$ cat src/hdl/chirp_excitation_sequencer_top_defines.svh
// Assertion macros shared by the chirp excitation sequencer.
`ifndef CHIRP_EXCITATION_SEQUENCER_TOP_DEFINES_SVH
`define CHIRP_EXCITATION_SEQUENCER_TOP_DEFINES_SVH

// Same-cycle implication checked on every rising edge outside reset.
`define CES_ASSERT_NOW(label, ante, cons, msg) \
  label: assert property (@(posedge clk) disable iff (rst) (ante) |-> (cons)) else $error(msg);

// Next-cycle implication checked on every rising edge outside reset.
`define CES_ASSERT_NEXT(label, ante, cons, msg) \
  label: assert property (@(posedge clk) disable iff (rst) (ante) |=> (cons)) else $error(msg);

`endif

$ cat src/hdl/ces_pkg.sv
// Types, constants and helper functions of the chirp excitation sequencer.
`default_nettype none
package ces_pkg;

  localparam logic [15:0] TICK_RATE    = 16'd32000;
  localparam logic [15:0] TICK_RATE_X2 = 16'd64000;
  localparam logic [22:0] PHASE_MULT   = 23'd5599767;
  localparam logic [15:0] QUARTER_TURN = 16'h4000;
  localparam logic [15:0] INVALID_PKTS = 16'hFFFF;
  localparam logic [15:0] COUNT_MAX    = 16'hFFFF;
  localparam logic [3:0]  DIV_LAST     = 4'd15;
  localparam logic [3:0]  SHIFT_Q15    = 4'd15;
  localparam logic [3:0]  SHIFT_Q8     = 4'd8;

  localparam logic [2:0] REG_START_FREQ    = 3'd0;
  localparam logic [2:0] REG_END_FREQ      = 3'd1;
  localparam logic [2:0] REG_RAMP_RATE     = 3'd2;
  localparam logic [2:0] REG_AMPLITUDE     = 3'd3;
  localparam logic [2:0] REG_OPEN_LOOP     = 3'd4;
  localparam logic [2:0] REG_PHASE_SELECT  = 3'd5;
  localparam logic [2:0] REG_VOLTAGE_ANGLE = 3'd6;

  typedef enum logic [4:0] {
    ST_IDLE, ST_RS_MUL, ST_RS_CHK, ST_RS_DIV, ST_RS_FIN, ST_TICK,
    ST_PH1, ST_PH2, ST_PH3, ST_PH4, ST_PH5, ST_ROM, ST_AMP, ST_VOLT, ST_AB, ST_OUT
  } ces_state_t;

  typedef enum logic [4:0] {
    OP_NONE, OP_LOAD, OP_RS_MUL, OP_RS_CHK, OP_RS_DIV, OP_RS_FIN, OP_TICK,
    OP_PH1, OP_PH2, OP_PH3, OP_PH4, OP_PH5, OP_ROM, OP_AMP, OP_VOLT, OP_AB, OP_OUT
  } ces_op_t;

  typedef enum logic [1:0] {PH_WAIT, PH_RUN, PH_END} ces_phase_t;

  typedef struct packed {
    ces_op_t op;
  } ces_cmd_t;

  typedef struct packed {
    logic can_emit;
    logic open_loop;
  } ces_status_t;

  typedef struct packed {
    logic [23:0] start_freq;
    logic [23:0] end_freq;
    logic [23:0] ramp_rate;
    logic [15:0] amplitude;
    logic        open_loop;
    logic        phase_select;
    logic [15:0] voltage_angle;
  } ces_cfg_t;

  // Divide by 2^sh rounding toward zero, then clamp to the int16 range.
  function automatic logic signed [15:0] trunc_sat(input logic signed [33:0] p,
                                                   input logic [3:0] sh);
    logic signed [33:0] bias;
    logic signed [33:0] q;
    bias = p[33] ? ((34'sd1 <<< sh) - 34'sd1) : 34'sd0;
    q = (p + bias) >>> sh;
    if (q > 34'sd32767) begin
      return 16'sh7FFF;
    end else if (q < -34'sd32768) begin
      return 16'sh8000;
    end
    return q[15:0];
  endfunction

endpackage
`default_nettype wire

$ cat src/hdl/ces_ctrl.sv
// Sequencing state machine of the chirp excitation sequencer.
`default_nettype none
module ces_ctrl (
  input  wire logic               clk,
  input  wire logic               rst,
  input  wire logic               s_tvalid,
  output logic                    s_tready,
  input  wire logic               s_action,
  output logic                    m_tvalid,
  input  wire logic               m_tready,
  input  wire ces_pkg::ces_status_t status,
  output ces_pkg::ces_cmd_t       cmd
);

  ces_pkg::ces_state_t state, state_next;
  logic [3:0] div_cnt, div_cnt_next;
  logic       m_tvalid_next;

  always_ff @(posedge clk) begin
    if (rst) begin
      state    <= ces_pkg::ST_IDLE;
      div_cnt  <= '0;
      m_tvalid <= 1'b0;
    end else begin
      state    <= state_next;
      div_cnt  <= div_cnt_next;
      m_tvalid <= m_tvalid_next;
    end
  end

  always_comb begin
    state_next   = state;
    div_cnt_next = div_cnt;
    cmd.op       = ces_pkg::OP_NONE;
    s_tready     = 1'b0;
    case (state)
      ces_pkg::ST_IDLE: begin
        s_tready = 1'b1;
        if (s_tvalid) begin
          cmd.op = ces_pkg::OP_LOAD;
          if (s_action) begin
            state_next = ces_pkg::ST_RS_MUL;
          end else if (status.can_emit) begin
            state_next = ces_pkg::ST_PH1;
          end else begin
            state_next = ces_pkg::ST_TICK;
          end
        end
      end
      ces_pkg::ST_RS_MUL: begin
        cmd.op     = ces_pkg::OP_RS_MUL;
        state_next = ces_pkg::ST_RS_CHK;
      end
      ces_pkg::ST_RS_CHK: begin
        cmd.op       = ces_pkg::OP_RS_CHK;
        div_cnt_next = '0;
        state_next   = ces_pkg::ST_RS_DIV;
      end
      ces_pkg::ST_RS_DIV: begin
        cmd.op       = ces_pkg::OP_RS_DIV;
        div_cnt_next = div_cnt + 4'd1;
        if (div_cnt == ces_pkg::DIV_LAST) begin
          state_next = ces_pkg::ST_RS_FIN;
        end
      end
      ces_pkg::ST_RS_FIN: begin
        cmd.op     = ces_pkg::OP_RS_FIN;
        state_next = ces_pkg::ST_OUT;
      end
      ces_pkg::ST_TICK: begin
        cmd.op     = ces_pkg::OP_TICK;
        state_next = ces_pkg::ST_OUT;
      end
      ces_pkg::ST_PH1: begin
        cmd.op     = ces_pkg::OP_PH1;
        state_next = ces_pkg::ST_PH2;
      end
      ces_pkg::ST_PH2: begin
        cmd.op     = ces_pkg::OP_PH2;
        state_next = ces_pkg::ST_PH3;
      end
      ces_pkg::ST_PH3: begin
        cmd.op     = ces_pkg::OP_PH3;
        state_next = ces_pkg::ST_PH4;
      end
      ces_pkg::ST_PH4: begin
        cmd.op     = ces_pkg::OP_PH4;
        state_next = ces_pkg::ST_PH5;
      end
      ces_pkg::ST_PH5: begin
        cmd.op     = ces_pkg::OP_PH5;
        state_next = ces_pkg::ST_ROM;
      end
      ces_pkg::ST_ROM: begin
        cmd.op     = ces_pkg::OP_ROM;
        state_next = ces_pkg::ST_AMP;
      end
      ces_pkg::ST_AMP: begin
        cmd.op     = ces_pkg::OP_AMP;
        state_next = status.open_loop ? ces_pkg::ST_VOLT : ces_pkg::ST_OUT;
      end
      ces_pkg::ST_VOLT: begin
        cmd.op     = ces_pkg::OP_VOLT;
        state_next = ces_pkg::ST_AB;
      end
      ces_pkg::ST_AB: begin
        cmd.op     = ces_pkg::OP_AB;
        state_next = ces_pkg::ST_OUT;
      end
      ces_pkg::ST_OUT: begin
        // The output register is free once its previous result was taken.
        if (!m_tvalid || m_tready) begin
          cmd.op     = ces_pkg::OP_OUT;
          state_next = ces_pkg::ST_IDLE;
        end
      end
      default: begin
        state_next = ces_pkg::ST_IDLE;
      end
    endcase
  end

  always_comb begin
    if (cmd.op == ces_pkg::OP_OUT) begin
      m_tvalid_next = 1'b1;
    end else if (m_tready) begin
      m_tvalid_next = 1'b0;
    end else begin
      m_tvalid_next = m_tvalid;
    end
  end

endmodule
`default_nettype wire

$ cat config.mk
export PLATFORM = sky130hd
export DESIGN_NAME = ces_ctrl
export DESIGN_NICKNAME = d
export VERILOG_FILES = /design/src/hdl/chirp_excitation_sequencer_top_defines.svh /design/src/hdl/ces_pkg.sv /design/src/hdl/ces_ctrl.sv
export SDC_FILE = /design/constraint.sdc
export NUM_CORES = 1
export LEC_CHECK = 0
export BUFFER_PORTS_ARGS = -buffer_cell sky130_fd_sc_hd__clkbuf_2
export CAP_MARGIN = 40
export CORE_MARGIN = 3
export CORE_UTILIZATION = 45
export DETAILED_ROUTE_END_ITERATION = 8
export MAX_ROUTING_LAYER = met4
export PLACE_DENSITY = 0.68
export SLEW_MARGIN = 10
export SYNTH_ARGS = -nofsm -noshare
export SYNTH_HDL_FRONTEND = slang
export SYNTH_SLANG_ARGS = --single-unit
$ cat constraint.sdc
create_clock -name clk -period 1.55 [get_ports clk]
set_clock_uncertainty 0.05 [all_clocks]
set_input_delay 0.0775 -clock clk [delete_from_list [all_inputs] [get_ports clk]]
set_output_delay 0.0775 -clock clk [all_outputs]
set_load 0.02 [all_outputs]
Yosys cells after proc, flatten, opt, wreduce, memory -nomap -nowiden
Cells that the tools add are included.
- output and inout bits: 7
- register bits: 10
- reductions and logical operators: 7
- muxes and demuxes: 14
- add/subtract/negate cells: 1
- eq/ne operators: 20
- operators by type and width (kind ; count):
    5-bit one-hot mux with 16 select lines ; 1
    5-bit one-hot mux with 14 select lines ; 1
    5-bit by 4-bit equality test with 1-bit output (second input constant) ; 8
    5-bit by 3-bit equality test with 1-bit output (second input constant) ; 4
    5-bit two-way mux ; 4
    5-bit by 2-bit equality test with 1-bit output (second input constant) ; 2
    4-bit one-hot mux with 2 select lines ; 1
    2-bit != test (second input constant) ; 3
    5-bit by 1-bit equality test with 1-bit output (second input constant) ; 1
    5-bit equality test (second input constant) ; 1
    5-bit zero test ; 1
    4-bit by 1-bit adder with 4-bit output (second input constant) ; 1
    4-bit equality test (second input constant) ; 1
    1-bit two-way mux ; 4
    2-bit two-way mux ; 2
    2-bit nonzero test ; 2
    3-bit two-way mux ; 1
    3-bit AND reduction ; 1
    3-bit OR reduction ; 1
    1-bit zero test ; 1
    1-bit logical OR ; 1

Longest topological paths before layout
Gate-level depths: netlist of the first run.
- depth in word-level cells: 6
- mapped depth: 5

Least setup slack after synthesis of the first run
No wires, ideal clock.
- kind: reg-to-reg
- from: reg state[3]
- to: reg state[1]
- data arrival time: 1270 ps
- slack: 116 ps
- cell stages (with the launch flop): 6
- library setup time: 114 ps
- buffers on the path: 1
- cells stage by stage: dfxtp_1 buf_6 or4_4 nor2_2 nor4_1 a21o_1
- word-level cells in the longest chain between the ends: 3
- elaborated cells between the ends (all ways): 22
- classes of those cells: eq/ne (18); mux (1); reduce/logical (3)
- ends and longest elaborated chain (item ; RTL line ; text):
    start, declared ; ces_ctrl.sv:15 ; ces_pkg::ces_state_t state, state_next;
    start signal, assigned ; ces_ctrl.sv:21 ; state <= ces_pkg::ST_IDLE;
    start signal, assigned ; ces_ctrl.sv:25 ; state <= state_next;
    5-bit by 4-bit equality test with 1-bit output, or another cell as far along ; ces_ctrl.sv:36 ; case (state)
    3-bit OR reduction (no line) or 2-bit != test (tied branches) ; -- ;
    5-bit one-hot mux with 14 select lines or 3-bit AND reduction (tied branches) ; -- ;
Several ways; a longest one is shown, not always the timed one.
A chain may end at the register's enable or synchronous reset.

Final worst setup path of the first run
- from: reg state[0]
- to: out s_tready
- word-level cells in the longest chain between the ends: 2
- ends and longest elaborated chain (item ; RTL line ; text):
    5-bit zero test ; ces_ctrl.sv:36 ;
    1-bit two-way mux ; ces_ctrl.sv:36 ;
    end, declared ; ces_ctrl.sv:7 ; output logic s_tready,
No other way between the ends.

==> report_table.html, run 1 <==
<table>
<tr><th>Metric</th><th>Value</th></tr>
<tr><th colspan="2">Critical path</th></tr>
<tr><td>Worst path cell trace</td><td>or4_4 &gt; inv_2 &gt; buf_4</td></tr>
<tr><td>Critical path capture point type</td><td>output port</td></tr>
<tr><td>Delay-heaviest family, CP</td><td>simple AND/OR/NAND/NOR gates</td></tr>
<tr><td>Data arrival, critical path</td><td>1.40 ns</td></tr>
<tr><td>Depth of the most critical reg-to-reg path</td><td>5</td></tr>
<tr><td>Critical path capture point</td><td>s_tready</td></tr>
<tr><td>Worst setup SP type</td><td>flop</td></tr>
<tr><td>Slowest CP cell</td><td>sky130_fd_sc_hd__or4_4</td></tr>
<tr><td>Cell depth of the worst setup path</td><td>3</td></tr>
<tr><td>Reg-to-Reg Start</td><td>div_cnt[0]</td></tr>
<tr><td>Reg2Reg Setup Slack</td><td>0.08 ns</td></tr>
<tr><td>CP Buf/Inv Count</td><td>2</td></tr>
<tr><td>Capture point of the worst reg-to-reg path</td><td>state[2]</td></tr>
<tr><td>CP max stage delay</td><td>0.57 ns</td></tr>
<tr><td>Start point of the critical path</td><td>state[0]</td></tr>
<tr><td>Worst-path maximum fanout</td><td>5</td></tr>
<tr><td>Critical path data required time</td><td>1.42 ns</td></tr>
<tr><td>Critical Setup Path Class</td><td>flop to output port</td></tr>
<tr><th colspan="2">Die</th></tr>
<tr><td>Core footprint</td><td>1170 um2</td></tr>
<tr><td># IOs</td><td>14</td></tr>
<tr><td>Effective utilization at floorplan</td><td>0.504</td></tr>
<tr><td>Die area</td><td>1780 um2</td></tr>
<tr><td>Standard-cell rows</td><td>12</td></tr>
<tr><td>Overall die height</td><td>42.2 um</td></tr>
<tr><td>Die width</td><td>42.2 um</td></tr>
<tr><th colspan="2">Detailed routing</th></tr>
<tr><td>Routed Antenna Nets</td><td>0</td></tr>
<tr><td>First-pass DRT Iterations</td><td>4</td></tr>
<tr><td>Total vias in the final route</td><td>583</td></tr>
<tr><td>DRC violation count after routing</td><td>0</td></tr>
<tr><td>Total Routed Length</td><td>1330 um</td></tr>
<tr><td>Post-DR wirelength/cell</td><td>12.8 um</td></tr>
<tr><td>First DRT Iteration DRCs</td><td>10</td></tr>
<tr><td>Average vias per placed instance</td><td>5.61</td></tr>
<tr><th colspan="2">GRT</th></tr>
<tr><td>Global-route wire length before repair</td><td>2240 um</td></tr>
<tr><td>Aggregate global-route resource usage</td><td>0.165</td></tr>
<tr><td>Largest net degree at the start of global routing</td><td>11</td></tr>
<tr><td>Number of antenna violations at the first check in global routing</td><td>0</td></tr>
<tr><td>Aggregate global routing overflow</td><td>0</td></tr>
<tr><td>Via count of the first global-routing pass</td><td>528</td></tr>
<tr><th colspan="2">Clock tree</th></tr>
<tr><td>Clock tree buffer depth</td><td>2</td></tr>
<tr><td>TritonCTS clock tree</td><td>yes</td></tr>
<tr><td>Cts bufs inserted</td><td>3</td></tr>
<tr><td>Clock insertion delay at the later pin of the skew report</td><td>0.26 ns</td></tr>
<tr><td>Library cell used as clock root buffer</td><td>sky130_fd_sc_hd__clkbuf_4</td></tr>
<tr><td>H-tree depth</td><td>1</td></tr>
<tr><td>Clock-pin slew on the worst setup and hold paths</td><td>0.06 ns</td></tr>
<tr><td>Clock net sink count</td><td>9</td></tr>
<tr><th colspan="2">Power and ir drop</th></tr>
<tr><td>Worst VDD drop</td><td>1.19 mV</td></tr>
<tr><td>Total power draw</td><td>1390 uW</td></tr>
<tr><td>PwrDens</td><td>1910 nW/um2</td></tr>
<tr><td>Static power due to leakage</td><td>0.000320 uW</td></tr>
<tr><th colspan="2">STA</th></tr>
<tr><td>Slew at the pin closest to its max-slew limit</td><td>0.323 ns</td></tr>
<tr><td>Worst slew margin relative to its limit</td><td>0.783</td></tr>
<tr><td>Fmax</td><td>0.654 GHz</td></tr>
<tr><td>Setup violation total in the final timing report</td><td>0</td></tr>
<tr><td>Tcrit/Tclk final</td><td>0.987</td></tr>
<tr><td>Number of max-slew violations in the final report</td><td>0</td></tr>
<tr><td>Clock period minus worst slack</td><td>1.53 ns</td></tr>
<tr><td>Hold WS</td><td>0.0700 ns</td></tr>
<tr><td>Total count of hold-check failures in the final report</td><td>0</td></tr>
<tr><th colspan="2">Finish</th></tr>
<tr><td>Layout-stage area growth over the synthesis result</td><td>23.3%</td></tr>
<tr><td>Number of inserted diodes</td><td>0</td></tr>
<tr><td>Commonest non-fill, non-tap cells in the layout</td><td>sky130_fd_sc_hd__clkbuf_2, sky130_fd_sc_hd__nand2_1, sky130_fd_sc_hd__nor2_1, sky130_fd_sc_hd__buf_4, sky130_fd_sc_hd__a21oi_1</td></tr>
<tr><td>Proportion of layout cells with a drive suffix above 1</td><td>0.422</td></tr>
<tr><td>Final-stage net count</td><td>99</td></tr>
<tr><td>Leading cell type in the layout, fill and taps excluded</td><td>sky130_fd_sc_hd__clkbuf_2</td></tr>
<tr><th colspan="2">Logic synthesis</th></tr>
<tr><td>Main combinational cell family by area after synthesis</td><td>simple AND/OR/NAND/NOR gates</td></tr>
<tr><td>Syn Std Cell Area</td><td>591 um2</td></tr>
<tr><td>Synthesized-area fraction occupied by ao, oa, aoi and oai cells</td><td>0.138</td></tr>
<tr><td>Syn Area/Cell</td><td>8.20 um2</td></tr>
<tr><td>Syn Nets</td><td>80</td></tr>
<tr><td>Share of synthesized cell area in full adder, half adder and majority cells</td><td>0.0212</td></tr>
<tr><td>Number of standard cells after synthesis</td><td>72</td></tr>
<tr><td>Proportion of synthesized chip area in sequential cells</td><td>0.305</td></tr>
<tr><td>Xor/xnor cell area share of the yosys netlist</td><td>0.0445</td></tr>
<tr><td>Unique masters post-synth</td><td>31</td></tr>
<tr><td>Share of cell area taken by muxes after synthesis</td><td>0</td></tr>
<tr><td>#FFs+latches synth</td><td>9</td></tr>
<tr><td>Post-Synth Simple-Gate Area</td><td>0.396</td></tr>
<tr><td>Warnings from Yosys</td><td>0</td></tr>
<tr><th colspan="2">Worst hold path</th></tr>
<tr><td>Origin of the worst min-delay path</td><td>m_tready</td></tr>
<tr><td>Worst hold path class</td><td>input port to flop</td></tr>
<tr><th colspan="2">Placed design</th></tr>
<tr><td>Post-detailed-placement half-perimeter wirelength</td><td>967 um</td></tr>
<tr><td>Count of input and output buffers</td><td>13</td></tr>
<tr><td>Global placer's final weighted congestion</td><td>0.864</td></tr>
<tr><th colspan="2">Run</th></tr>
<tr><td>MaxCap Viol Count</td><td>0</td></tr>
<tr><th colspan="2">Outcome</th></tr>
<tr><td>Result of the run</td><td>completed</td></tr>
</table>
## tightest hold or removal path, delay by kind of cell
family	cells	cell delay, ns
simple gates	3	0.18
buf+inv	1	0.08
## synth_stat cells (all sizes together)
master,number,area [um2]
dfxtp,9,180
nand2,9,43.8
nor2,9,52.6
a21oi,6,30.0
buf,5,48.8
nand3,3,15.0
nor2b,3,18.8
a21o,2,15.0
inv,2,7.51
nand2b,2,12.5
nand4,2,12.5
nor3,2,10.0
nor4,2,12.5
o21ai,2,10.0
o22ai,2,12.5
or4,2,18.8
xnor2,2,17.5
a211oi,1,7.51
a31oi,1,6.26
and3b,1,8.76
and4,1,11.3
ha,1,12.5
or3,1,7.51
or4b,1,10.0
xor2,1,8.76
## stage by stage
step           setup TNS (ns)  setup slack [ns]   util  cell area, um2  instances
3_3_place_gp         -0.00596          -0.00596  0.565             662         99
4_1_cts               -0.0151           -0.0151  0.593             694        103
6_report                    0            0.0202  0.622             728        104
2_1_floorplan               0             0.116      -             591         72
3_5_place_dp         -0.00116          -0.00116  0.565             662         99
5_1_grt              -0.00363          -0.00363  0.622             728        104
## where the power goes
group / switching [uW] / total [uW] / internal (uW) / leakage [uW]
logic: 454 / 815 / 361 / 0.000229
registers: 95.6 / 389 / 294 / 0.0000761
clock network: 86.9 / 186 / 99.5 / 0.0000150
## sequential cells by signal (all words and copies together), names as in the netlist
signal / cells
div_cnt: 4
state: 4
m_tvalid: 1
## final cells by class
class                   instances  area (um2)
well taps                      14        17.5
repair buffers                 19         113
clock buffers                   4        26.3
fillers                       115         443
multi-input cells              56         373
inverters                       2        7.51
flip-flops and latches          9         191
## metal layers
layer	track usage	wire (um)
met1	0.194	626
met5	-	0
met4	0.0559	9
met2	0.274	646
met3	0.0386	49
## worst min-delay path by stage
stage	endpoint	slack, ns	depth (start not counted)
after global routing	m_tvalid	0.09	4
after global placement	m_tvalid	0.33	4
after floorplan	m_tvalid	0.23	3
after CTS	div_cnt[2]	0.06	2
final	m_tvalid	0.07	4
after detailed placement	m_tvalid	0.34	4
## logic make-up (layout without fill, tap and decap cells)
family / count (synthesis) / after routing
AOI/OAI and AO/OA: 14 / 14
xor gates and xnor gates: 3 / 3
DFF: 9 / 9
buffers and inverters: 7 / 25
adders and majority gates: 1 / 1
and+or+nand+nor: 38 / 38
## repair_timing
item                                    4_1_cts  5_1_grt
buffers inserted                              0        1
gates resized for setup                       4       10
endpoints found under the setup margin        3        4
hold buffers                                  0        0
pin swaps                                     0        3
Note: power is estimated with default switching activity, not from simulation.
==> inputs of run 2 (changes only) <==
Settings changed: REMOVE_ABC_BUFFERS set to 1.
==> run 2 against run 1 <==
Net effect:
- first-iteration DRC count unchanged
- register-to-register slack worse by 0.02 ns
- die area unchanged
- sequential share of layout area down 0.50 points
- sequential power up 2%
- power up 5.3%
- via count down 4.6%
- non-clock buffer count up 3
- worst setup slack better by 0.041 ns
- count of clock-buffer cells in the layout unchanged
- flip-flop and latch count unchanged
- largest cell class unchanged
==> report_table.html, run 2 (synthesis gave the netlist of run 1 again) <==
<table>
<tr><th>Metric</th><th>Value</th></tr>
<tr><th colspan="2">Die</th></tr>
<tr><td>Die width</td><td>42.2 um</td></tr>
<tr><td>Effective utilization at floorplan</td><td>0.504</td></tr>
<tr><td>Core footprint</td><td>1170 um2</td></tr>
<tr><td>Standard-cell rows</td><td>12</td></tr>
<tr><td>Overall die height</td><td>42.2 um</td></tr>
<tr><td>Die area</td><td>1780 um2</td></tr>
<tr><td># IOs</td><td>14</td></tr>
<tr><th colspan="2">Power and ir drop</th></tr>
<tr><td>Total power draw</td><td>1460 uW</td></tr>
<tr><td>Part of the power in registers</td><td>0.270</td></tr>
<tr><td>Static power due to leakage</td><td>0.000341 uW</td></tr>
<tr><td>Combinational group share of total power</td><td>0.607</td></tr>
<tr><td>Sw Pwr</td><td>638 uW</td></tr>
<tr><td>PwrDens</td><td>1940 nW/um2</td></tr>
<tr><td>Power Internal</td><td>827 uW</td></tr>
<tr><td>Fraction of power spent switching nets</td><td>0.436</td></tr>
<tr><td>Clk pwr share</td><td>0.123</td></tr>
<tr><td>Worst VDD drop</td><td>1.08 mV</td></tr>
<tr><th colspan="2">Finish</th></tr>
<tr><td>Proportion of layout cells with a drive suffix above 1</td><td>0.430</td></tr>
<tr><td>Area occupied by multi-input gates</td><td>369 um2</td></tr>
<tr><td>Commonest non-fill, non-tap cells in the layout</td><td>sky130_fd_sc_hd__clkbuf_2, sky130_fd_sc_hd__buf_4, sky130_fd_sc_hd__nand2_1, sky130_fd_sc_hd__nor2_1, sky130_fd_sc_hd__a21oi_1</td></tr>
<tr><td>Final std cell area, no fill</td><td>757 um2</td></tr>
<tr><td>Number of inserted diodes</td><td>0</td></tr>
<tr><td>Fillcell total</td><td>111</td></tr>
<tr><td>Final-stage net count</td><td>102</td></tr>
<tr><td>Largest registers</td><td>div_cnt: 4 flops, state: 4 flops, m_tvalid: 1 flops</td></tr>
<tr><td>Layout-stage area growth over the synthesis result</td><td>28.2%</td></tr>
<tr><td>Area used by sequential logic in the layout</td><td>195 um2</td></tr>
<tr><th colspan="2">GRT</th></tr>
<tr><td>Aggregate global-route resource usage</td><td>0.153</td></tr>
<tr><td>Via count of the first global-routing pass</td><td>498</td></tr>
<tr><td>Number of antenna violations at the first check in global routing</td><td>0</td></tr>
<tr><td>Global-route wire length before repair</td><td>2010 um</td></tr>
<tr><td>Aggregate global routing overflow</td><td>0</td></tr>
<tr><td>Largest net degree at the start of global routing</td><td>11</td></tr>
<tr><th colspan="2">Clock tree</th></tr>
<tr><td>Cts bufs inserted</td><td>3</td></tr>
<tr><td>Library cell used as clock root buffer</td><td>sky130_fd_sc_hd__clkbuf_4</td></tr>
<tr><td>H-tree depth</td><td>1</td></tr>
<tr><td>Clock-pin slew on the worst setup and hold paths</td><td>0.06 ns</td></tr>
<tr><td>Clock insertion delay at the later pin of the skew report</td><td>0.26 ns</td></tr>
<tr><td>Hold buffer count at CTS</td><td>0</td></tr>
<tr><td>Clock tree buffer depth</td><td>2</td></tr>
<tr><td>Clock net sink count</td><td>9</td></tr>
<tr><td>TritonCTS clock tree</td><td>yes</td></tr>
<tr><th colspan="2">Critical path</th></tr>
<tr><td>Start point of the critical path</td><td>state[2]</td></tr>
<tr><td>Worst-path maximum fanout</td><td>4</td></tr>
<tr><td>Worst path cell trace</td><td>or4_4 &gt; inv_1 &gt; buf_4</td></tr>
<tr><td>Critical path capture point type</td><td>output port</td></tr>
<tr><td>Reg-to-Reg Start</td><td>div_cnt[0]</td></tr>
<tr><td>Reg2Reg Setup Slack</td><td>0.06 ns</td></tr>
<tr><td>Worst setup SP type</td><td>flop</td></tr>
<tr><td>Critical path data required time</td><td>1.42 ns</td></tr>
<tr><td>Data arrival, critical path</td><td>1.36 ns</td></tr>
<tr><td>CP max stage delay</td><td>0.54 ns</td></tr>
<tr><td>Slowest CP cell</td><td>sky130_fd_sc_hd__or4_4</td></tr>
<tr><td>Critical Setup Path Class</td><td>flop to output port</td></tr>
<tr><th colspan="2">Detailed routing</th></tr>
<tr><td>First DRT Iteration DRCs</td><td>10</td></tr>
<tr><td>First-pass DRT Iterations</td><td>2</td></tr>
<tr><td>DRC violation count after routing</td><td>0</td></tr>
<tr><td>Average vias per placed instance</td><td>5.20</td></tr>
<tr><td>Total Routed Length</td><td>1240 um</td></tr>
<tr><td>Post-DR wirelength/cell</td><td>11.6 um</td></tr>
<tr><td>Total vias in the final route</td><td>556</td></tr>
<tr><td>Routed Antenna Nets</td><td>0</td></tr>
<tr><th colspan="2">Placed design</th></tr>
<tr><td>Total placed instance area</td><td>677 um2</td></tr>
<tr><td>Count of input and output buffers</td><td>13</td></tr>
<tr><td>Post-detailed-placement half-perimeter wirelength</td><td>970 um</td></tr>
<tr><td>Global placer's final weighted congestion</td><td>0.796</td></tr>
<tr><th colspan="2">Run</th></tr>
<tr><td>MaxCap Viol Count</td><td>0</td></tr>
<tr><th colspan="2">Worst hold path</th></tr>
<tr><td>Worst hold path class</td><td>input port to flop</td></tr>
<tr><td>Origin of the worst min-delay path</td><td>rst</td></tr>
<tr><th colspan="2">STA</th></tr>
<tr><td>Setup repair after global routing missed its margin</td><td>false</td></tr>
<tr><td>Total count of hold-check failures in the final report</td><td>0</td></tr>
<tr><td>Setup violation total in the final timing report</td><td>0</td></tr>
<tr><td>Setup TNS Final</td><td>0 ns</td></tr>
<tr><td>Slew at the pin closest to its max-slew limit</td><td>0.326 ns</td></tr>
<tr><td>Tcrit/Tclk final</td><td>0.961</td></tr>
<tr><td>Number of max-slew violations in the final report</td><td>0</td></tr>
<tr><td>Worst slew margin relative to its limit</td><td>0.780</td></tr>
<tr><td>Fmax</td><td>0.672 GHz</td></tr>
<tr><td>Clock period minus worst slack</td><td>1.49 ns</td></tr>
<tr><th colspan="2">Outcome</th></tr>
<tr><td>Result of the run</td><td>completed</td></tr>
</table>
==> run 2: per-stage QoR <==
stage	std cells	setup WS [ns]	hold WS (ns)	utilization
floorplan	67	0.0625	0.0966	-
global placement	101	0.0315	0.333	0.578
detailed placement	101	0.0238	0.333	0.578
CTS	105	0.00474	0.0546	0.608
global route	107	0.00792	0.0624	0.646
finish	107	0.0609	0.0482	0.646
==> run 2: final cells by class <==
| class | instances | area share |
|---|---|---|
| clock buffer | 4 | 0.0347 |
| inverter | 2 | 0.00992 |
| multi-input combinational | 56 | 0.488 |
| sequential | 9 | 0.258 |
| tap | 14 | 0.0231 |
| timing repair buffer | 22 | 0.187 |
==> run 2: worst paths after layout <==
| path | to | depth (start not counted) |
|---|---|---|
| max | s_tready | 3 |
| min | div_cnt[1] | 2 |
| max reg2reg | state[2] | 5 |
| min reg2reg | div_cnt[1] | 2 |
==> run 2: timing repair <==
item | in CTS | in global routing
pin swaps | 1 | 1
setup endpoints to repair | 3 | 4
buffers inserted | 0 | 2
resized for setup | 5 | 13
==> run 2: power by group through the flow <==
stage / combinational, uW / sequential [uW] / clock, uW
floorplan: 467 / 417 / 0
global placement: 811 / 387 / 0
detailed placement: 815 / 389 / 0
CTS: 829 / 397 / 185
global route: 966 / 405 / 204
finish: 889 / 395 / 180
==> run 2: routing by layer <==
metal	global-route usage	part of all wire	up-vias
met5	-	0	-
met4	0.0186	0	0
met3	0.0773	0.040	0
met2	0.255	0.53	8
met1	0.166	0.43	250
li1	-	-	298
==> run 2: critical path: cells and delay by family (launching register included) <==
kind                   cells  cell delay, ns
AND/OR/NAND/NOR            1            0.54
flip-flops                 1            0.35
buffers and inverters      2            0.20
